### config.mk
export PLATFORM = sky130hd
export DESIGN_NAME = lorenz_euler_step_unit_flat
export DESIGN_NICKNAME = d
export VERILOG_FILES = /design/src/design/lorenz_pkg.sv /design/src/design/lorenz_if.sv /design/src/design/lorenz_mul.sv /design/src/design/lorenz_euler_step_unit.sv /design/src/flat_wrapper.sv
export SDC_FILE = /design/constraint.sdc
export NUM_CORES = 2
export LEC_CHECK = 0
export CORE_ASPECT_RATIO = 0.9
export CORE_MARGIN = 5
export CORE_UTILIZATION = 50
export CTS_CLUSTER_SIZE = 8
export DETAILED_ROUTE_END_ITERATION = 6
export DONT_BUFFER_PORTS = 1
export PLACE_DENSITY = 0.74
export RECOVER_POWER = 100
export SYNTH_ARGS = -nofsm -noshare
export SYNTH_HDL_FRONTEND = slang
export SYNTH_SLANG_ARGS = --single-unit
### constraint.sdc
create_clock -name clk -period 10.6 [get_ports clk]
set_input_delay 1.06 -clock clk [delete_from_list [all_inputs] [get_ports clk]]
set_output_delay 1.06 -clock clk [all_outputs]
set_load 0.05 [all_outputs]
### src/design/lorenz_pkg.sv
// ----------------------------------------------------------------------------
// lorenz_pkg
// Shared types, constants and the sequencer microprogram for the Lorenz
// forward-Euler step unit.
// ----------------------------------------------------------------------------
`default_nettype none

package lorenz_pkg;

  // Word format defaults (Q8.24)
  localparam int unsigned WORD_BITS_DEF = 32;
  localparam int unsigned FRAC_BITS_DEF = 24;

  // Multiplier operand chunk width
  localparam int unsigned MUL_CHUNK = 32;

  // Register and port widths
  localparam int unsigned COEF_BITS     = 31;
  localparam int unsigned STEP_BITS     = 25;
  localparam int unsigned START_BITS    = 32;
  localparam int unsigned CFG_DATA_BITS = 32;
  localparam int unsigned CFG_IDX_BITS  = 3;
  localparam int unsigned OUT_BITS      = 32;

  // Register reset values
  localparam logic [COEF_BITS-1:0]  SIGMA_RST   = 31'd167772160;
  localparam logic [COEF_BITS-1:0]  RHO_RST     = 31'd469762048;
  localparam logic [COEF_BITS-1:0]  BETA_RST    = 31'd44739243;
  localparam logic [STEP_BITS-1:0]  STEP_RST    = 25'd16777;
  localparam logic [START_BITS-1:0] START_X_RST = 32'd16777;
  localparam logic [START_BITS-1:0] START_Y_RST = 32'd0;
  localparam logic [START_BITS-1:0] START_Z_RST = 32'd0;

  // Configuration register indexes
  typedef enum logic [CFG_IDX_BITS-1:0] {
    CFG_SIGMA   = 3'd0,
    CFG_RHO     = 3'd1,
    CFG_BETA    = 3'd2,
    CFG_STEP    = 3'd3,
    CFG_START_X = 3'd4,
    CFG_START_Y = 3'd5,
    CFG_START_Z = 3'd6
  } cfg_reg_t;

  // Microcode fields
  typedef enum logic [1:0] {
    OP_NOP,
    OP_ADD,
    OP_SUB,
    OP_MUL
  } op_t;

  typedef enum logic [3:0] {
    SRC_X,
    SRC_Y,
    SRC_Z,
    SRC_T0,
    SRC_T1,
    SRC_T2,
    SRC_T3,
    SRC_SG,
    SRC_RH,
    SRC_BT,
    SRC_DT
  } src_t;

  typedef enum logic [2:0] {
    DST_X,
    DST_Y,
    DST_Z,
    DST_T0,
    DST_T1,
    DST_T2,
    DST_T3
  } dst_t;

  typedef enum logic [1:0] {
    JMP_NEXT,       // advance when the step completes
    JMP_WAIT_IN,    // hold until a transaction arrives on the input
    JMP_EMIT_HOME   // hold until the output slot frees, emit, jump to target
  } jmp_t;

  localparam int unsigned PROG_LEN = 15;
  localparam int unsigned PC_BITS  = $clog2(PROG_LEN);

  typedef logic [PC_BITS-1:0] pc_t;

  localparam pc_t PC_HOME  = PC_BITS'(0);
  localparam pc_t PC_FIRST = PC_BITS'(1);

  typedef struct packed {
    op_t  op;
    src_t a;
    src_t b;
    dst_t dst;
    jmp_t jmp;
    pc_t  target;
  } ctrl_word_t;

  // One Euler step: derivatives from the old point, then scale and add
  localparam ctrl_word_t PROGRAM [PROG_LEN] = '{
    '{OP_NOP, SRC_X,  SRC_X,  DST_X,  JMP_WAIT_IN,   PC_HOME},  // wait for tick
    '{OP_SUB, SRC_Y,  SRC_X,  DST_T0, JMP_NEXT,      PC_HOME},  // y - x
    '{OP_MUL, SRC_SG, SRC_T0, DST_T0, JMP_NEXT,      PC_HOME},  // dx
    '{OP_SUB, SRC_RH, SRC_Z,  DST_T1, JMP_NEXT,      PC_HOME},  // rho - z
    '{OP_MUL, SRC_X,  SRC_T1, DST_T1, JMP_NEXT,      PC_HOME},  // x (rho - z)
    '{OP_SUB, SRC_T1, SRC_Y,  DST_T1, JMP_NEXT,      PC_HOME},  // dy
    '{OP_MUL, SRC_X,  SRC_Y,  DST_T2, JMP_NEXT,      PC_HOME},  // x y
    '{OP_MUL, SRC_BT, SRC_Z,  DST_T3, JMP_NEXT,      PC_HOME},  // beta z
    '{OP_SUB, SRC_T2, SRC_T3, DST_T2, JMP_NEXT,      PC_HOME},  // dz
    '{OP_MUL, SRC_T0, SRC_DT, DST_T0, JMP_NEXT,      PC_HOME},  // dx dt
    '{OP_MUL, SRC_T1, SRC_DT, DST_T1, JMP_NEXT,      PC_HOME},  // dy dt
    '{OP_MUL, SRC_T2, SRC_DT, DST_T2, JMP_NEXT,      PC_HOME},  // dz dt
    '{OP_ADD, SRC_X,  SRC_T0, DST_X,  JMP_NEXT,      PC_HOME},  // new x
    '{OP_ADD, SRC_Y,  SRC_T1, DST_Y,  JMP_NEXT,      PC_HOME},  // new y
    '{OP_ADD, SRC_Z,  SRC_T2, DST_Z,  JMP_EMIT_HOME, PC_HOME}   // new z, emit
  };

  // Multiplier sequencing
  typedef enum logic [1:0] {
    MUL_IDLE,
    MUL_MAC,
    MUL_FIN
  } mul_state_t;

  typedef struct packed {
    logic idle;
    logic done;
    logic ovf;
  } mul_stat_t;

endpackage

`default_nettype wire

### src/design/lorenz_if.sv
// ----------------------------------------------------------------------------
// lorenz_if
// Valid/ready channels of the Lorenz step unit: tick input and point output.
// ----------------------------------------------------------------------------
`default_nettype none

interface lorenz_in_if;
  logic valid;
  logic ready;
  logic restart;

  modport source (output valid, output restart, input ready);
  modport sink   (input valid, input restart, output ready);
endinterface

interface lorenz_out_if;
  import lorenz_pkg::*;

  logic                       valid;
  logic                       ready;
  logic signed [OUT_BITS-1:0] pos_x;
  logic signed [OUT_BITS-1:0] pos_y;
  logic signed [OUT_BITS-1:0] pos_z;
  logic                       overflow;

  modport source (output valid, output pos_x, output pos_y, output pos_z,
                  output overflow, input ready);
  modport sink   (input valid, input pos_x, input pos_y, input pos_z,
                  input overflow, output ready);
endinterface

`default_nettype wire

### src/design/lorenz_mul.sv
// ----------------------------------------------------------------------------
// lorenz_mul
// Shared fixed-point multiplier: sign-magnitude chunked multiply-accumulate,
// then floor shift by the fraction bits and saturation to the word range.
// ----------------------------------------------------------------------------
`default_nettype none

module lorenz_mul #(
  parameter int unsigned WORD_BITS = lorenz_pkg::WORD_BITS_DEF,
  parameter int unsigned FRAC_BITS = lorenz_pkg::FRAC_BITS_DEF
) (
  input  wire logic                  clk,
  input  wire logic                  rst,
  input  wire logic                  start,
  input  wire logic [WORD_BITS-1:0]  a,
  input  wire logic [WORD_BITS-1:0]  b,
  output logic      [WORD_BITS-1:0]  res,
  output lorenz_pkg::mul_stat_t      stat
);
  import lorenz_pkg::*;

  localparam int unsigned NC  = (WORD_BITS + MUL_CHUNK - 1) / MUL_CHUNK;
  localparam int unsigned MW  = NC * MUL_CHUNK;
  localparam int unsigned PW  = 2 * MW;
  localparam int unsigned IW  = (NC > 1) ? $clog2(NC) : 1;
  localparam int unsigned SHW = $clog2(PW);

  localparam logic [WORD_BITS-1:0] WMAX = {1'b0, {(WORD_BITS-1){1'b1}}};
  localparam logic [WORD_BITS-1:0] WMIN = {1'b1, {(WORD_BITS-1){1'b0}}};

  mul_state_t state, state_next;

  logic [MW-1:0]          ma, mb;
  logic                   neg;
  logic [PW-1:0]          acc;
  logic [IW-1:0]          ia, ib;
  logic                   done;
  logic                   ovf;

  logic [MUL_CHUNK-1:0]   a_chunk, b_chunk;
  logic [2*MUL_CHUNK-1:0] pp;
  logic [SHW-1:0]         sh;
  logic [PW-1:0]          pp_sh;
  logic                   mac_last;
  logic [PW-1:0]          prod_s;
  logic [PW-1:0]          shifted;
  logic [PW-WORD_BITS:0]  hi;
  logic                   fits;
  logic [WORD_BITS-1:0]   fin_val;

  // Partial product of the current chunk pair
  always_comb begin
    a_chunk  = ma[ia*MUL_CHUNK +: MUL_CHUNK];
    b_chunk  = mb[ib*MUL_CHUNK +: MUL_CHUNK];
    pp       = a_chunk * b_chunk;
    sh       = SHW'(MUL_CHUNK * (int'(ia) + int'(ib)));
    pp_sh    = PW'(pp) << sh;
    mac_last = (ia == IW'(NC - 1)) && (ib == IW'(NC - 1));
  end

  // Restore sign, floor shift, saturate
  always_comb begin
    prod_s  = neg ? (~acc + PW'(1)) : acc;
    shifted = PW'($signed(prod_s) >>> FRAC_BITS);
    hi      = shifted[PW-1:WORD_BITS-1];
    fits    = (&hi) | ~(|hi);
    fin_val = fits ? shifted[WORD_BITS-1:0] : (shifted[PW-1] ? WMIN : WMAX);
  end

  // State register
  always_ff @(posedge clk) begin
    if (rst) begin
      state <= MUL_IDLE;
    end else begin
      state <= state_next;
    end
  end

  // Next state
  always_comb begin
    state_next = state;
    case (state)
      MUL_IDLE: if (start) state_next = MUL_MAC;
      MUL_MAC:  if (mac_last) state_next = MUL_FIN;
      MUL_FIN:  state_next = MUL_IDLE;
      default:  state_next = MUL_IDLE;
    endcase
  end

  // Completion pulse
  always_ff @(posedge clk) begin
    if (rst) begin
      done <= 1'b0;
    end else begin
      done <= (state == MUL_FIN);
    end
  end

  // Operand capture, accumulate, finish
  always_ff @(posedge clk) begin
    case (state)
      MUL_IDLE: begin
        if (start) begin
          neg <= a[WORD_BITS-1] ^ b[WORD_BITS-1];
          ma  <= MW'(a[WORD_BITS-1] ? (~a + WORD_BITS'(1)) : a);
          mb  <= MW'(b[WORD_BITS-1] ? (~b + WORD_BITS'(1)) : b);
          acc <= '0;
          ia  <= '0;
          ib  <= '0;
        end
      end
      MUL_MAC: begin
        acc <= acc + pp_sh;
        if (ib == IW'(NC - 1)) begin
          ib <= '0;
          ia <= ia + IW'(1);
        end else begin
          ib <= ib + IW'(1);
        end
      end
      MUL_FIN: begin
        res <= fin_val;
        ovf <= ~fits;
      end
      default: ;
    endcase
  end

  assign stat.idle = (state == MUL_IDLE);
  assign stat.done = done;
  assign stat.ovf  = ovf;

  // Checks
  a_start_idle: assert property (@(posedge clk) disable iff (rst)
    start |-> (state == MUL_IDLE))
    else $error("multiplier started while busy");

  a_done_after_fin: assert property (@(posedge clk) disable iff (rst)
    $rose(done) |-> $past(state == MUL_FIN))
    else $error("multiplier done without finish cycle");

  a_fin_one_cycle: assert property (@(posedge clk) disable iff (rst)
    (state == MUL_FIN) |=> (state == MUL_IDLE))
    else $error("multiplier finish not followed by idle");

endmodule

`default_nettype wire

### src/design/lorenz_euler_step_unit.sv
// ----------------------------------------------------------------------------
// lorenz_euler_step_unit
// Lorenz attractor generator: one forward-Euler step per input tick.
// ----------------------------------------------------------------------------
// Each accepted tick advances the stored point (x,y,z) by one Euler step of
// the Lorenz system in signed fixed point (WORD_BITS wide, FRAC_BITS fraction
// bits; Q8.24 by default), products rounded toward negative infinity and every
// intermediate saturated to the word range, and emits the new point with an
// overflow flag. A tick with restart set first reloads the point from the
// start registers. A 15-step microprogram drives one adder and one shared
// multiplier; a multiply accumulates one partial product per pair of 32-bit
// operand chunks, NC = ceil(WORD_BITS/32) per operand, then shifts and
// saturates, and an add or subtract is combinational. The time from an
// accepted tick to its result is set chiefly by the seven passes through
// the multiplier. The program returns home in the same cycle that the result
// is loaded into the output register; the next tick is taken as soon as it
// is home, while the previous result may still sit in the output register,
// and a result that cannot leave holds the final step. Configuration must
// be written by the user only while idle; the block does not enforce this.
// ----------------------------------------------------------------------------
`default_nettype none

module lorenz_euler_step_unit #(
  parameter int unsigned WORD_BITS = lorenz_pkg::WORD_BITS_DEF,
  parameter int unsigned FRAC_BITS = lorenz_pkg::FRAC_BITS_DEF
) (
  input  wire logic                                 clk,
  input  wire logic                                 rst,
  lorenz_in_if.sink                                 in_ch,
  lorenz_out_if.source                              out_ch,
  input  wire logic                                 cfg_we,
  input  wire logic [lorenz_pkg::CFG_IDX_BITS-1:0]  cfg_index,
  input  wire logic [lorenz_pkg::CFG_DATA_BITS-1:0] cfg_data
);
  import lorenz_pkg::*;

  localparam int unsigned CW = ((WORD_BITS > START_BITS) ? WORD_BITS : START_BITS) + 1;
  localparam logic [CW-1:0] WMAX_C = (CW'(1) << (WORD_BITS - 1)) - CW'(1);
  localparam logic [CW-1:0] WMIN_C = ~WMAX_C;
  localparam logic [WORD_BITS-1:0] WMAX = {1'b0, {(WORD_BITS-1){1'b1}}};
  localparam logic [WORD_BITS-1:0] WMIN = {1'b1, {(WORD_BITS-1){1'b0}}};

  // Clamp a register value into the word range; top bit flags saturation
  function automatic logic [WORD_BITS:0] sat_word(input logic [CW-1:0] v);
    logic [WORD_BITS:0] r;
    if ($signed(v) > $signed(WMAX_C)) begin
      r = {1'b1, WMAX};
    end else if ($signed(v) < $signed(WMIN_C)) begin
      r = {1'b1, WMIN};
    end else begin
      r = {1'b0, v[WORD_BITS-1:0]};
    end
    return r;
  endfunction

  // Configuration registers
  logic [COEF_BITS-1:0]  sigma, rho, beta;
  logic [STEP_BITS-1:0]  step_size;
  logic [START_BITS-1:0] start_x, start_y, start_z;

  // Working registers
  logic [WORD_BITS-1:0] x, y, z, t0, t1, t2, t3;
  logic [WORD_BITS-1:0] x_next, y_next, z_next;
  logic                 ovf, ovf_next;
  pc_t                  pc, pc_next;

  // Output register
  logic                       out_valid;
  logic signed [OUT_BITS-1:0] out_x, out_y, out_z;
  logic                       out_ovf;

  // Clamped operands
  logic [WORD_BITS:0] sg_c, rh_c, bt_c, dt_c, sx_c, sy_c, sz_c;
  logic               cfg_ovf, start_ovf;

  ctrl_word_t           cw;
  logic [WORD_BITS-1:0] opa, opb;
  logic [WORD_BITS:0]   sum;
  logic                 alu_flag;
  logic [WORD_BITS-1:0] alu_val;
  logic [WORD_BITS-1:0] wr_val;
  logic                 wr_flag;
  logic                 step_done;
  logic                 slot_free;
  logic                 in_fire;
  logic                 emit;
  logic                 wr_en;

  logic                 mul_start;
  logic [WORD_BITS-1:0] mul_res;
  mul_stat_t            mul_stat;

  // Configuration writes; out-of-range indexes are ignored
  always_ff @(posedge clk) begin
    if (rst) begin
      sigma     <= SIGMA_RST;
      rho       <= RHO_RST;
      beta      <= BETA_RST;
      step_size <= STEP_RST;
      start_x   <= START_X_RST;
      start_y   <= START_Y_RST;
      start_z   <= START_Z_RST;
    end else if (cfg_we) begin
      case (cfg_reg_t'(cfg_index))
        CFG_SIGMA:   sigma     <= cfg_data[COEF_BITS-1:0];
        CFG_RHO:     rho       <= cfg_data[COEF_BITS-1:0];
        CFG_BETA:    beta      <= cfg_data[COEF_BITS-1:0];
        CFG_STEP:    step_size <= cfg_data[STEP_BITS-1:0];
        CFG_START_X: start_x   <= cfg_data[START_BITS-1:0];
        CFG_START_Y: start_y   <= cfg_data[START_BITS-1:0];
        CFG_START_Z: start_z   <= cfg_data[START_BITS-1:0];
        default: ;
      endcase
    end
  end

  // Clamp coefficients and start values into the word range
  always_comb begin
    sg_c      = sat_word(CW'(sigma));
    rh_c      = sat_word(CW'(rho));
    bt_c      = sat_word(CW'(beta));
    dt_c      = sat_word(CW'(step_size));
    sx_c      = sat_word(CW'($signed(start_x)));
    sy_c      = sat_word(CW'($signed(start_y)));
    sz_c      = sat_word(CW'($signed(start_z)));
    cfg_ovf   = sg_c[WORD_BITS] | rh_c[WORD_BITS] | bt_c[WORD_BITS] | dt_c[WORD_BITS];
    start_ovf = sx_c[WORD_BITS] | sy_c[WORD_BITS] | sz_c[WORD_BITS];
  end

  // Fetch the control word and select operands
  always_comb begin
    cw = PROGRAM[pc];
    case (cw.a)
      SRC_X:   opa = x;
      SRC_Y:   opa = y;
      SRC_Z:   opa = z;
      SRC_T0:  opa = t0;
      SRC_T1:  opa = t1;
      SRC_T2:  opa = t2;
      SRC_T3:  opa = t3;
      SRC_SG:  opa = sg_c[WORD_BITS-1:0];
      SRC_RH:  opa = rh_c[WORD_BITS-1:0];
      SRC_BT:  opa = bt_c[WORD_BITS-1:0];
      SRC_DT:  opa = dt_c[WORD_BITS-1:0];
      default: opa = '0;
    endcase
    case (cw.b)
      SRC_X:   opb = x;
      SRC_Y:   opb = y;
      SRC_Z:   opb = z;
      SRC_T0:  opb = t0;
      SRC_T1:  opb = t1;
      SRC_T2:  opb = t2;
      SRC_T3:  opb = t3;
      SRC_SG:  opb = sg_c[WORD_BITS-1:0];
      SRC_RH:  opb = rh_c[WORD_BITS-1:0];
      SRC_BT:  opb = bt_c[WORD_BITS-1:0];
      SRC_DT:  opb = dt_c[WORD_BITS-1:0];
      default: opb = '0;
    endcase
  end

  // Saturating add/subtract
  always_comb begin
    if (cw.op == OP_SUB) begin
      sum = {opa[WORD_BITS-1], opa} - {opb[WORD_BITS-1], opb};
    end else begin
      sum = {opa[WORD_BITS-1], opa} + {opb[WORD_BITS-1], opb};
    end
    alu_flag = sum[WORD_BITS] ^ sum[WORD_BITS-1];
    alu_val  = alu_flag ? (sum[WORD_BITS] ? WMIN : WMAX) : sum[WORD_BITS-1:0];
  end

  // Shared multiplier
  assign mul_start = (cw.op == OP_MUL) && mul_stat.idle && !mul_stat.done;

  lorenz_mul #(
    .WORD_BITS (WORD_BITS),
    .FRAC_BITS (FRAC_BITS)
  ) u_mul (
    .clk   (clk),
    .rst   (rst),
    .start (mul_start),
    .a     (opa),
    .b     (opb),
    .res   (mul_res),
    .stat  (mul_stat)
  );

  // Sequencer: step completion, jumps, register writes
  always_comb begin
    in_fire   = in_ch.valid && (cw.jmp == JMP_WAIT_IN);
    slot_free = !out_valid || out_ch.ready;
    case (cw.op)
      OP_MUL:  step_done = mul_stat.done;
      default: step_done = 1'b1;
    endcase
    wr_val  = (cw.op == OP_MUL) ? mul_res : alu_val;
    wr_flag = (cw.op == OP_MUL) ? mul_stat.ovf : alu_flag;
    emit    = (cw.jmp == JMP_EMIT_HOME) && step_done && slot_free;
    wr_en   = (cw.op != OP_NOP) && step_done &&
              ((cw.jmp != JMP_EMIT_HOME) || slot_free);

    pc_next = pc;
    case (cw.jmp)
      JMP_WAIT_IN:   if (in_fire) pc_next = pc + PC_BITS'(1);
      JMP_NEXT:      if (step_done) pc_next = pc + PC_BITS'(1);
      JMP_EMIT_HOME: if (emit) pc_next = cw.target;
      default:       pc_next = PC_HOME;
    endcase

    x_next   = x;
    y_next   = y;
    z_next   = z;
    ovf_next = ovf;
    if (in_fire) begin
      ovf_next = cfg_ovf | (in_ch.restart & start_ovf);
      if (in_ch.restart) begin
        x_next = sx_c[WORD_BITS-1:0];
        y_next = sy_c[WORD_BITS-1:0];
        z_next = sz_c[WORD_BITS-1:0];
      end
    end else if (wr_en) begin
      ovf_next = ovf | wr_flag;
      case (cw.dst)
        DST_X:   x_next = wr_val;
        DST_Y:   y_next = wr_val;
        DST_Z:   z_next = wr_val;
        default: ;
      endcase
    end
  end

  // Control state and point
  always_ff @(posedge clk) begin
    if (rst) begin
      pc  <= PC_HOME;
      ovf <= 1'b0;
      x   <= WORD_BITS'(START_X_RST);
      y   <= WORD_BITS'(START_Y_RST);
      z   <= WORD_BITS'(START_Z_RST);
    end else begin
      pc  <= pc_next;
      ovf <= ovf_next;
      x   <= x_next;
      y   <= y_next;
      z   <= z_next;
    end
  end

  // Temporaries
  always_ff @(posedge clk) begin
    if (wr_en) begin
      case (cw.dst)
        DST_T0:  t0 <= wr_val;
        DST_T1:  t1 <= wr_val;
        DST_T2:  t2 <= wr_val;
        DST_T3:  t3 <= wr_val;
        default: ;
      endcase
    end
  end

  // Output register: load on emit, drop when the transaction completes
  always_ff @(posedge clk) begin
    if (rst) begin
      out_valid <= 1'b0;
    end else if (emit) begin
      out_valid <= 1'b1;
    end else if (out_ch.ready) begin
      out_valid <= 1'b0;
    end
  end

  always_ff @(posedge clk) begin
    if (emit) begin
      out_x   <= OUT_BITS'($signed(x_next));
      out_y   <= OUT_BITS'($signed(y_next));
      out_z   <= OUT_BITS'($signed(z_next));
      out_ovf <= ovf_next;
    end
  end

  assign in_ch.ready     = (cw.jmp == JMP_WAIT_IN);
  assign out_ch.valid    = out_valid;
  assign out_ch.pos_x    = out_x;
  assign out_ch.pos_y    = out_y;
  assign out_ch.pos_z    = out_z;
  assign out_ch.overflow = out_ovf;

  // Checks
  a_home_mul_quiet: assert property (@(posedge clk) disable iff (rst)
    (cw.jmp == JMP_WAIT_IN) |-> (mul_stat.idle && !mul_stat.done))
    else $error("multiplier active while sequencer is home");

  a_done_in_mul_step: assert property (@(posedge clk) disable iff (rst)
    mul_stat.done |-> (cw.op == OP_MUL))
    else $error("multiplier result outside a multiply step");

  a_accept_starts: assert property (@(posedge clk) disable iff (rst)
    (in_ch.valid && in_ch.ready) |=> (pc == PC_FIRST))
    else $error("accepted tick did not start the program");

  a_emit_source: assert property (@(posedge clk) disable iff (rst)
    $rose(out_valid) |-> $past(cw.jmp == JMP_EMIT_HOME))
    else $error("result raised outside the emit step");

endmodule

`default_nettype wire

### src/flat_wrapper.sv
// flat-port wrapper written by rule: the top's interface ports become plain ports
module lorenz_euler_step_unit_flat import lorenz_pkg::*;
#(
  parameter int unsigned WORD_BITS = lorenz_pkg::WORD_BITS_DEF,
  parameter int unsigned FRAC_BITS = lorenz_pkg::FRAC_BITS_DEF
)
  (clk, rst, cfg_we, cfg_index, cfg_data, in_ch_valid, in_ch_restart, in_ch_ready, out_ch_valid, out_ch_pos_x, out_ch_pos_y, out_ch_pos_z, out_ch_overflow, out_ch_ready);
  lorenz_in_if in_ch_i ();
  lorenz_out_if out_ch_i ();
  input  wire logic clk;
  input  wire logic rst;
  input  wire logic cfg_we;
  input  wire logic [lorenz_pkg::CFG_IDX_BITS-1:0] cfg_index;
  input  wire logic [lorenz_pkg::CFG_DATA_BITS-1:0] cfg_data;
  input wire logic [$bits(in_ch_i.valid)-1:0] in_ch_valid;
  input wire logic [$bits(in_ch_i.restart)-1:0] in_ch_restart;
  output wire logic [$bits(in_ch_i.ready)-1:0] in_ch_ready;
  output wire logic [$bits(out_ch_i.valid)-1:0] out_ch_valid;
  output wire logic [$bits(out_ch_i.pos_x)-1:0] out_ch_pos_x;
  output wire logic [$bits(out_ch_i.pos_y)-1:0] out_ch_pos_y;
  output wire logic [$bits(out_ch_i.pos_z)-1:0] out_ch_pos_z;
  output wire logic [$bits(out_ch_i.overflow)-1:0] out_ch_overflow;
  input wire logic [$bits(out_ch_i.ready)-1:0] out_ch_ready;
  assign in_ch_i.valid = in_ch_valid;
  assign in_ch_i.restart = in_ch_restart;
  assign in_ch_ready = in_ch_i.ready;
  assign out_ch_valid = out_ch_i.valid;
  assign out_ch_pos_x = out_ch_i.pos_x;
  assign out_ch_pos_y = out_ch_i.pos_y;
  assign out_ch_pos_z = out_ch_i.pos_z;
  assign out_ch_overflow = out_ch_i.overflow;
  assign out_ch_i.ready = out_ch_ready;
  lorenz_euler_step_unit #(.WORD_BITS(WORD_BITS), .FRAC_BITS(FRAC_BITS)) u_core (.clk(clk), .rst(rst), .in_ch(in_ch_i), .out_ch(out_ch_i), .cfg_we(cfg_we), .cfg_index(cfg_index), .cfg_data(cfg_data));
endmodule
==> impl_summary.txt <==
----------------------------------------------------
[Place]
  Placer's final routability congestion estimate ... 1.07
  Buffers on Ports ... 0
  Setup WS pre-CTS ... -0.241 ns
  Final HPWL DP ... between 200000 and 250000 um

[Global routing]
  Initial antenna violation count ... 12
  Gr usage total ... 0.375
  Wire length of the first global-routing pass ... around 430000 um
  Pin count of the biggest net entering global routing ... 280
  Total global routing overflow ... 0
  Vias in the first global route ... ~65000

[Routing]
  Routed wirelength normalized by instance count ... about 29 um
  1st-iter DRT viols ... about 9300
  Residual DRC ... 10
  Detailed Route WL ... between 200000 and 300000 um
  Per-cell via count in the routed design ... approximately 6.3
  Post-route antenna net violation count ... 0
  Detailed-routing iteration count for the pre-antenna-repair pass ... 7
  Via count of the routed design ... roughly 65000

[Timing]
  Worst setup skew after layout ... ~0.096 ns
  Worst setup margin ... -0.00532 ns
  RSZ-0062 raised after global routing ... true
  Max Fclk ... between 90 and 100 MHz
  Final Critical Period ... approximately 11 ns
  Transition time at the pin with the least slew margin ... slightly below 4 ns
  Final count of hold timing violations ... 0
  Max Transition Viols Final ... slightly below 700
  Endpoints failing setup ... 1
  Share of the clock period used by the worst path after layout ... 1.00
  Relative slew margins ... -1.65

[Critical path]
  Maximum fanout along the worst path ... 22
  Buf+Inv Stages, Crit Path ... 6
  Crit path launch type ... flip-flop
  CP Data Arrival Time ... between 10 and 15 ns
  Cell type group with the largest total delay on the critical path ... simple AND/OR/NAND/NOR gates
  Critical setup path kind ... reg2reg
  Required time of the critical path ... between 10 and 15 ns
  Largest stage delay, worst path ... ~0.9 ns
  Cell with the most instances on the worst path ... buf_4
  Critical-path cell with the highest stage delay ... clkbuf_1
  Worst Setup End Kind ... flip-flop

[Yosys]
  Async set or reset register ratio after synthesis ... 0
  Proportion of netlist area held by the largest area contributor ... 0.246
  Biggest area consumer among synthesized cells ... fa_1
  Dominant synthesized flop cell ... edfxtp_1
  Sequential fraction of the synthesis area ... 0.247
  Synthesized cell area ... about 0.073 sq mm
  Syn_nets ... 9440
  Number of synthesized register bits ... 707
  EDFF count, synth ... around 390
  Count of distinct cell types in the synthesized netlist ... 105
  Synthesized instance count ... between 8000 and 9000
  Avg Cell Area, Syn ... 8.99 sq um
  Ys Warns ... 0
  Ranking of synthesized cells by area ... fa_1 (25%), edfxtp_1 (16%), dfxtp_1 (8.7%)

[Status]
  Violated checks ... design-rule violations, max-capacitance violations, max-slew violations, negative setup slack
  Result of the run ... finished, violations left

[Die]
  Vert. Die Dim ... 373 um
  Die area ... around 0.15 sq mm
  Die boundary width ... 413 um
  Number of primary I/O pins ... between 100 and 150
  Floorplan Core Area ... around 0.15 sq mm
  Initial cell density of the core ... 0.502
  # rows ... ~130

[Clock tree]
  Count of H-tree levels built during CTS ... 3
  CTS buffer count ... 100
  Register clock-pin slew on the reported worst setup and hold paths ... around 0.06 ns
  Clock Root Buffer ... clkbuf_16
  Sink Count ... between 700 and 800
  Clock latency at the later pin of the worst-skew pair ... 0.75 ns
  Maximum number of buffers from clock root to sink ... 3
  CTS Hold Bufs ... 0
  Clock tree from TritonCTS ... built

[Cells and area]
  Share of cells above drive strength 1 ... 0.105
  NumNets Final ... about 9600
  Area delta synth->final ... 12.6%

[Min path]
  Path type of the worst min-delay path ... in2reg

[Run]
  MaxCap Viol Count ... 20

----------------------------------------------------
-- cell type report --
class | instances | area (sq um)
Antenna cell | 12 | 30.0
Clock buffer | 173 | 2800
Clock inverter | 10 | 208
Fill cell | 12732 | 63400
Inverter | 934 | 3510
Multi-Input combinational cell | 5979 | 50300
Sequential cell | 707 | 18000
Tap cell | 1957 | 2450
Timing Repair Buffer | 544 | 5040
-- flip-flops by register name (all words and copies together) (netlist names), 4 cells and up --
| register | count |
|---|---|
| u_core.start_y | 32 |
| u_core.pc | 4 |
| u_core.step_size | 25 |
| u_core.u_mul.acc | 64 |
| u_core.z | 32 |
| u_core.beta | 31 |
| u_core.t1 | 32 |
| u_core.y | 32 |
| u_core.out_ch.pos_y | 32 |
| u_core.rho | 31 |
| u_core.t0 | 32 |
| u_core.out_ch.pos_z | 32 |
| u_core.sigma | 31 |
| u_core.out_ch.pos_x | 32 |
| u_core.x | 32 |
| u_core.t2 | 32 |
| u_core.start_z | 32 |
| u_core.u_mul.res | 32 |
| u_core.u_mul.ma | 32 |
| u_core.t3 | 32 |
| u_core.u_mul.mb | 32 |
| u_core.start_x | 32 |
-- cells by family (layout without fill, tap and decap cells) --
logic type / count (synthesis) / count (layout) / synth area share
adder cells (fa/ha/maj): 1266 / 1266 / 0.309
AND/OR/NAND/NOR: 2788 / 2788 / 0.183
other: 0 / 12 / 0
AO/OA/AOI/OAI: 1591 / 1591 / 0.143
XOR/XNOR: 268 / 268 / 0.0321
multiplexers: 66 / 66 / 0.0101
buffers and inverters: 1447 / 1661 / 0.0762
flip-flops: 707 / 707 / 0.247
-- layout by cell type, fill, tap and decap left out, drive strengths merged, types with 23 or more instances in the layout --
cell type	n
inv	933
or3	30
a221oi	33
nor4	27
nor3	90
nand4	39
a21oi	518
a22oi	68
o21bai	24
nand2b	48
a211oi	94
nor2	334
fa	898
a21o	93
xnor2	149
xor2	119
o31ai	31
a221o	23
and3	64
and2	600
a222oi	30
ha	368
dfxtp	319
mux2i	47
a31oi	64
nand3	141
o21ai	265
nor2b	82
o211ai	30
edfxtp	388
buf	521
o21a	30
o22ai	69
clkbuf	196
a2111oi	40
nand2	1263
-- through the flow --
step                 util  TNS [ns]  std cells  hold WS, ns  cell area, sq um
CTS                 0.559         0      10261        0.418             81500
finish              0.565  -0.00532      10316        0.419             82400
global route        0.565    -0.959      10305        0.416             82300
floorplan               -         0       8133        0.425             73100
detailed placement  0.538     -1.62      10077        0.444             78400
global placement    0.538    -0.350      10077        0.441             78400
-- synth_stat cells (30+ instances only) --
master / number
a22oi_1: 68
o21a_1: 30
mux2i_1: 47
clkbuf_1: 423
edfxtp_1: 388
o21ai_0: 259
dfxtp_1: 319
o22ai_1: 69
o31ai_1: 31
xor2_1: 119
a31oi_1: 64
nand2_1: 1261
nor2_1: 328
and3_1: 64
a21o_1: 93
buf_2: 46
inv_1: 930
nand4_1: 38
or3_1: 30
and2_1: 600
nor3_1: 85
a21oi_1: 517
nor2b_1: 82
a222oi_1: 30
a211oi_1: 93
ha_1: 368
xnor2_1: 149
nand3_1: 140
nand2b_1: 48
fa_1: 898
-- metal layers --
layer | global-route usage | up-vias | wire [um]
li1 | - | 27367 | -
met1 | 0.482 | 32127 | 108000
met2 | 0.555 | 4557 | 124000
met3 | 0.112 | 1212 | 38900
met4 | 0.232 | 2 | 25200
met5 | 0 | - | 8
-- final timing paths --
path                  startpoint                      to  slack, ns  depth (start not counted)
setup / recovery    u_core.pc[2]  u_core.out_ch.overflow     -0.005                         29
hold / removal               rst             u_core.y[8]       0.42                          1
setup reg to reg    u_core.pc[2]  u_core.out_ch.overflow     -0.005                         29
hold reg to reg   u_core.rho[29]          u_core.rho[29]       0.45                          2
-- what timing repair did --
item | CTS | global route
cloned | 0 | 6
hold endpoints to repair | 0 | 0
pin swaps | 1 | 63
setup endpoints to repair | 12 | 19
resized for setup | 16 | 113
setup buffers | 1 | 37
Power is left out: the tool's default activity adds up to more than one toggle a clock period on the data nets, which glitch-free logic cannot reach.
